===== src/design/rrsi_pkg.sv =====
// Shared types, codes and defaults for the round-robin stream interleaver.
// No dependencies; imported by every module of the block.
`default_nettype none

package rrsi_pkg;

   // Defaults for the top-level parameters
   localparam int MAX_STREAMS_DEF  = 8;
   localparam int STREAM_DEPTH_DEF = 64;

   // Fixed field widths
   localparam int DATA_W   = 32;
   localparam int STRM_W   = 3;
   localparam int NUM_W    = 4;
   localparam int STATUS_W = 2;

   // Request kinds
   localparam logic REQ_APPEND = 1'b0;
   localparam logic REQ_NEXT   = 1'b1;

   // Reset value of the rotation size register
   localparam logic [NUM_W-1:0] NUM_STREAMS_RST = 4'd2;

   typedef enum logic [STATUS_W-1:0] {
      ST_APPENDED  = 2'd0,
      ST_DELIVERED = 2'd1,
      ST_EXHAUSTED = 2'd2,
      ST_DROPPED   = 2'd3
   } status_type;

   typedef enum logic {
      S_IDLE    = 1'b0,
      S_DELIVER = 1'b1
   } fsm_type;

   // Result of the rotating search
   typedef struct packed {
      logic              found;
      logic [STRM_W-1:0] idx;
   } grant_type;

   // Effective rotation size: zero acts as one, clamp to the stream count
   function automatic logic [NUM_W-1:0] active_count(input logic [NUM_W-1:0] raw,
                                                     input logic [NUM_W-1:0] max_n);
      logic [NUM_W-1:0] n;
      n = raw;
      if (n == '0) n = NUM_W'(1);
      if (n > max_n) n = max_n;
      return n;
   endfunction

endpackage

`default_nettype wire


===== src/design/rrsi_arbiter.sv =====
// Rotating priority search over the per-stream pending flags.
// Depends on rrsi_pkg.
`default_nettype none

module rrsi_arbiter #(
   parameter int MAX_STREAMS = rrsi_pkg::MAX_STREAMS_DEF
) (
   input  wire logic [MAX_STREAMS-1:0]    pending,
   input  wire logic [rrsi_pkg::STRM_W-1:0] start,
   input  wire logic [rrsi_pkg::NUM_W-1:0]  count,
   output rrsi_pkg::grant_type            grant
);
   import rrsi_pkg::*;

   localparam int IDX_W = $clog2(MAX_STREAMS);

   always_comb begin
      logic [NUM_W-1:0] cand;
      grant = '0;
      for (int k = 0; k < MAX_STREAMS; k++) begin
         // wrap within the rotation; start < count so one subtract suffices
         cand = NUM_W'(start) + NUM_W'(k);
         if (cand >= count) cand = cand - count;
         if ((NUM_W'(k) < count) && !grant.found && pending[cand[IDX_W-1:0]]) begin
            grant.found = 1'b1;
            grant.idx   = cand[STRM_W-1:0];
         end
      end
   end

endmodule

`default_nettype wire


===== config.mk =====
export PLATFORM = sky130hd
export DESIGN_NAME = rrsi_arbiter
export DESIGN_NICKNAME = d
export VERILOG_FILES = /design/src/design/rrsi_pkg.sv /design/src/design/rrsi_arbiter.sv
export SDC_FILE = /design/constraint.sdc
export NUM_CORES = 1
export LEC_CHECK = 0
export BUFFER_PORTS_ARGS = -buffer_cell sky130_fd_sc_hd__buf_2
export CAP_MARGIN = 30
export CORE_MARGIN = 1.5
export CORE_UTILIZATION = 55
export DETAILED_ROUTE_END_ITERATION = 7
export GPL_ROUTABILITY_DRIVEN = 0
export PLACE_DENSITY = 0.74
export SLEW_MARGIN = 20
export SYNTH_ARGS = -nofsm -noshare
export SYNTH_HDL_FRONTEND = slang
export SYNTH_SLANG_ARGS = --single-unit

===== constraint.sdc =====
create_clock -name vclk -period 7
set_input_delay 1.05 -clock vclk [all_inputs]
set_output_delay 1.05 -clock vclk [all_outputs]
set_load 0.01 [all_outputs]

Word level (Yosys, flattened, before mapping)
Index checks and enable logic that the tools add are counted.

cells by class
  add/sub/neg operators = 15
  magnitude comparators = 24
  muxes and demuxes = 32
  reductions and logical operators = 22

operators with widths
  kind                                                                   count
  3-bit by 4-bit < comparator with 1-bit output (second input constant)  8
  4-bit 2-to-1 mux                                                       8
  4-bit >= comparator                                                    7
  1-bit binary-select mux with 3-bit select                              8
  3-bit 2-to-1 mux                                                       8
  3-bit subtractor                                                       8
  3-bit by 3-bit adder with 4-bit output (second input constant)         4
  3-bit by 4-bit < comparator with 1-bit output (first input constant)   4
  1-bit logical AND                                                      15
  3-bit by 2-bit adder with 4-bit output (second input constant)         2
  1-bit by 4-bit < comparator with 1-bit output (first input constant)   2
  2-bit by 4-bit < comparator with 1-bit output (first input constant)   2
  1-bit 2-to-1 mux                                                       8
  1-bit logical NOT                                                      7
  3-bit by 1-bit adder with 4-bit output (second input constant)         1
  3-bit by 4-bit >= comparator with 1-bit output                         1

storage, ports and cells
  bits in registers = 0

Depth between registers and ports, before layout
  word-level depth = 34
  mapped depth = 15
  depth with buffers taken out = 15

Least setup slack after synthesis
OpenSTA, ideal clock, no wires.

  path kind = input -> output
  start point = in start[1] (netlist bit)
  end point = out grant[1] (netlist bit)
  arrival time = 4.540 ns
  setup slack = 1.410 ns
  stages on the path = 13
  path through = inv_1 ha_1 inv_1 fa_1 clkbuf_1 o21a_1 o211ai_1 nor3b_1 mux4_2 o2111ai_1 nor4_2 a22o_1 or3_1

RTL lines
  what                line                RTL
  start: declaration  rrsi_arbiter.sv:9   input wire logic [rrsi_pkg::STRM_W-1:0] start,
  end: declaration    rrsi_arbiter.sv:11  output rrsi_pkg::grant_type grant

==> out/qor.txt <==
CP cell instances = buf_2 -> inv_1 -> ha_1 -> inv_1 -> fa_1 -> o31ai_1 -> a211oi_1 -> a2111oi_0 -> nor4_1 -> nor3_2 -> nand4_2 -> nor4_2 -> a22o_1 -> or3_1 -> buf_2
Critical Path RT = 5.95 ns
Critical Path AT = 5.39 ns
Max Cap Viol = 0
Worst hold slack = 2.74 ns
Slew Limit Fails = 0
Yosys cell types = 82
Routed Antenna Nets = 0
F_max = 0.155 GHz
Worst-margin pin slew = 0.578 ns
Hold_buf cts = 0
Leakage Power = 1.13 nW
PwrDens = 143 nW/um^2
CP top delay family = compound AO/OA/AOI/OAI gates
Hold worst-path end = grant[3]
NumNets Final = 389
Setup TNS = 0 ns
Worst Path Buf+Inv = 4
Drt wl/cell = 20.5 um
Ant. Diodes = 0
Final wirelength = 8.06 mm
DIE AREA = 5080 sq um
Startpoint types = input pin
DRT Pass-1 Iters = 5
Gr ovfl total = 0
Post-synthesis cell count = 327
FF/Latch Area = 0 sq um
Mapped Avg Cell Area = 7.84 sq um
Critical path type = in2out
# resized after CTS = 0
Port bufs = 19
Die span in y = 71.3 um
Max FO, Critical Path = 14
Hold Path Class = in2out
# setup viols final = 0
FFs & Latches = 0
Total track usage = 0.325
Fraction of layout cells with a size suffix above 1 = 0.185
Worst hold start = count[2]
Largest net degree at the start of global routing = 15
Core Area = 4410 sq um
Clock buffer count = 0
Final Cycle Share = 0.919
Wire length of the first global-routing pass = 13.2 mm
Post-CTS Setup Bufs = 0
Mapped Area = 2560 sq um
Max VDD drop = 0.0000639 V
Initial Util = 0.581
Fin crit period = 6.44 ns
Vias/cell = 7.18
Max incr delay on CP = 0.58 ns
Number of global-route vias before repair = 2680
Net Count, Synth = 373
Total number of vias = 2823
CP max stage cell = a2111oi_0
DRC errors left = 0
Status = finished, final reports clean
Area Growth Syn to Fin = 5.56%
Finished Core Util = 0.613
RSZ-0062 raised after global routing = false
Crit end category = output pin
Total power = 0.387 mW
Num ports = 19
Final hold vios = 0
Register area share after synthesis = 0
Antenna violations before repair = 0
Yosys warning count = 0
Row cnt = 24
Slew margin rel. = 0.605
DRT iter0 DRCs = 303
Hold Path Depth = 5
Final HPWL DP = 6.48 mm
Die X = 71.3 um
## report_power, final
| part | switching, mW | leakage (nW) | total (mW) | internal (mW) |
|---|---|---|---|---|
| Sequential | 0 | 0 | 0 | 0 |
| Clock | 0 | 0 | 0 | 0 |
| Combinational | 0.228 | 1.13 | 0.387 | 0.159 |
| Total | 0.228 | 1.13 | 0.387 | 0.159 |
## how the worst max path moves through the flow
stage | from | endpoint | cells after the start
after CTS | start[0] | grant[1] | 15
after global placement | start[1] | grant[1] | 15
after floorplan | start[1] | grant[1] | 13
after detailed placement | start[0] | grant[1] | 15
final | start[0] | grant[1] | 15
after global routing | start[0] | grant[1] | 15
## cells by family (layout without fill, tap and decap cells)
group,Yosys count,in the layout,share of synthesized area
xor gates and xnor gates,6,6,0.0264
buffers and inverters,33,47,0.0493
and+or+nand+nor,99,99,0.228
AOI/OAI and AO/OA,140,140,0.441
muxes,18,18,0.0922
adders and majority gates,31,31,0.163
## cell usage in the layout, fill, tap and decap left out, types with 4 or more instances in the layout
master	instances
a211oi_1	15
nand2b_1	5
fa_1	4
o211ai_1	10
mux4_2	4
nor2_1	17
a21oi_1	21
a21o_1	9
ha_1	27
o21ai_0	10
nand3_1	6
nor3_1	4
o32a_1	4
mux2_2	5
o2111ai_1	6
o31ai_1	5
and2_1	5
or2_2	6
inv_1	25
a2111oi_0	4
buf_2	19
nand2_1	21
mux2i_1	9
a31oi_1	4
nor2b_1	7
o211a_1	5
## cell usage after synthesis (3+ instances only)
master     count  area (sq um)
ha_1          27           338
inv_1         25          93.8
a21oi_1       21           105
nand2_1       21          78.8
nor2_1        17          63.8
a211oi_1      15           113
o211ai_1      10          75.1
o21ai_0       10          50.1
a21o_1         9          67.6
mux2i_1        9          90.1
nor2b_1        7          43.8
nand3_1        6          30.0
o2111ai_1      6          52.6
or2_2          6          37.5
and2_1         5          31.3
mux2_2         5          56.3
nand2b_1       5          31.3
o211a_1        5          50.1
o31ai_1        5          37.5
a2111oi_0      4          35.0
a31oi_1        4          25.0
clkbuf_1       4          15.0
fa_1           4          80.1
mux4_2         4          90.1
nor3_1         4          20.0
o32a_1         4          40.0
a221oi_1       3          26.3
o21a_1         3          22.5
o21ai_1        3          15.0
o221ai_1       3          26.3
or3_1          3          18.8
## routing by layer
metal	share of wire	GRT usage	vias up
li1	-	-	1335
met1	0.41	0.450	1315
met2	0.45	0.527	142
met3	0.096	0.0253	31
met4	0.045	0.130	0
met5	0	0	-
## final cells by class
cell class | count | area (sq um)
tap | 52 | 65.1
timing repair buffer | 20 | 103
inverter | 27 | 101
multi-input combinational | 294 | 2440
fill | 411 | 1710
## metrics by stage
step	setup WS (ns)	area, sq um	instances
detailed placement	0.696	2710	393
floorplan	1.41	2560	327
global placement	0.830	2710	393
CTS	0.685	2710	393
finish	0.564	2710	393
global route	0.204	2710	393
## tightest hold or removal path: cells and delay by family
kind	cells	cell delay (ns)
buffers and inverters	2	0.23
AO/OA/AOI/OAI	1	0.11
AND/OR/NAND/NOR	2	0.30
No activity file was read; power rests on OpenSTA's default activity.
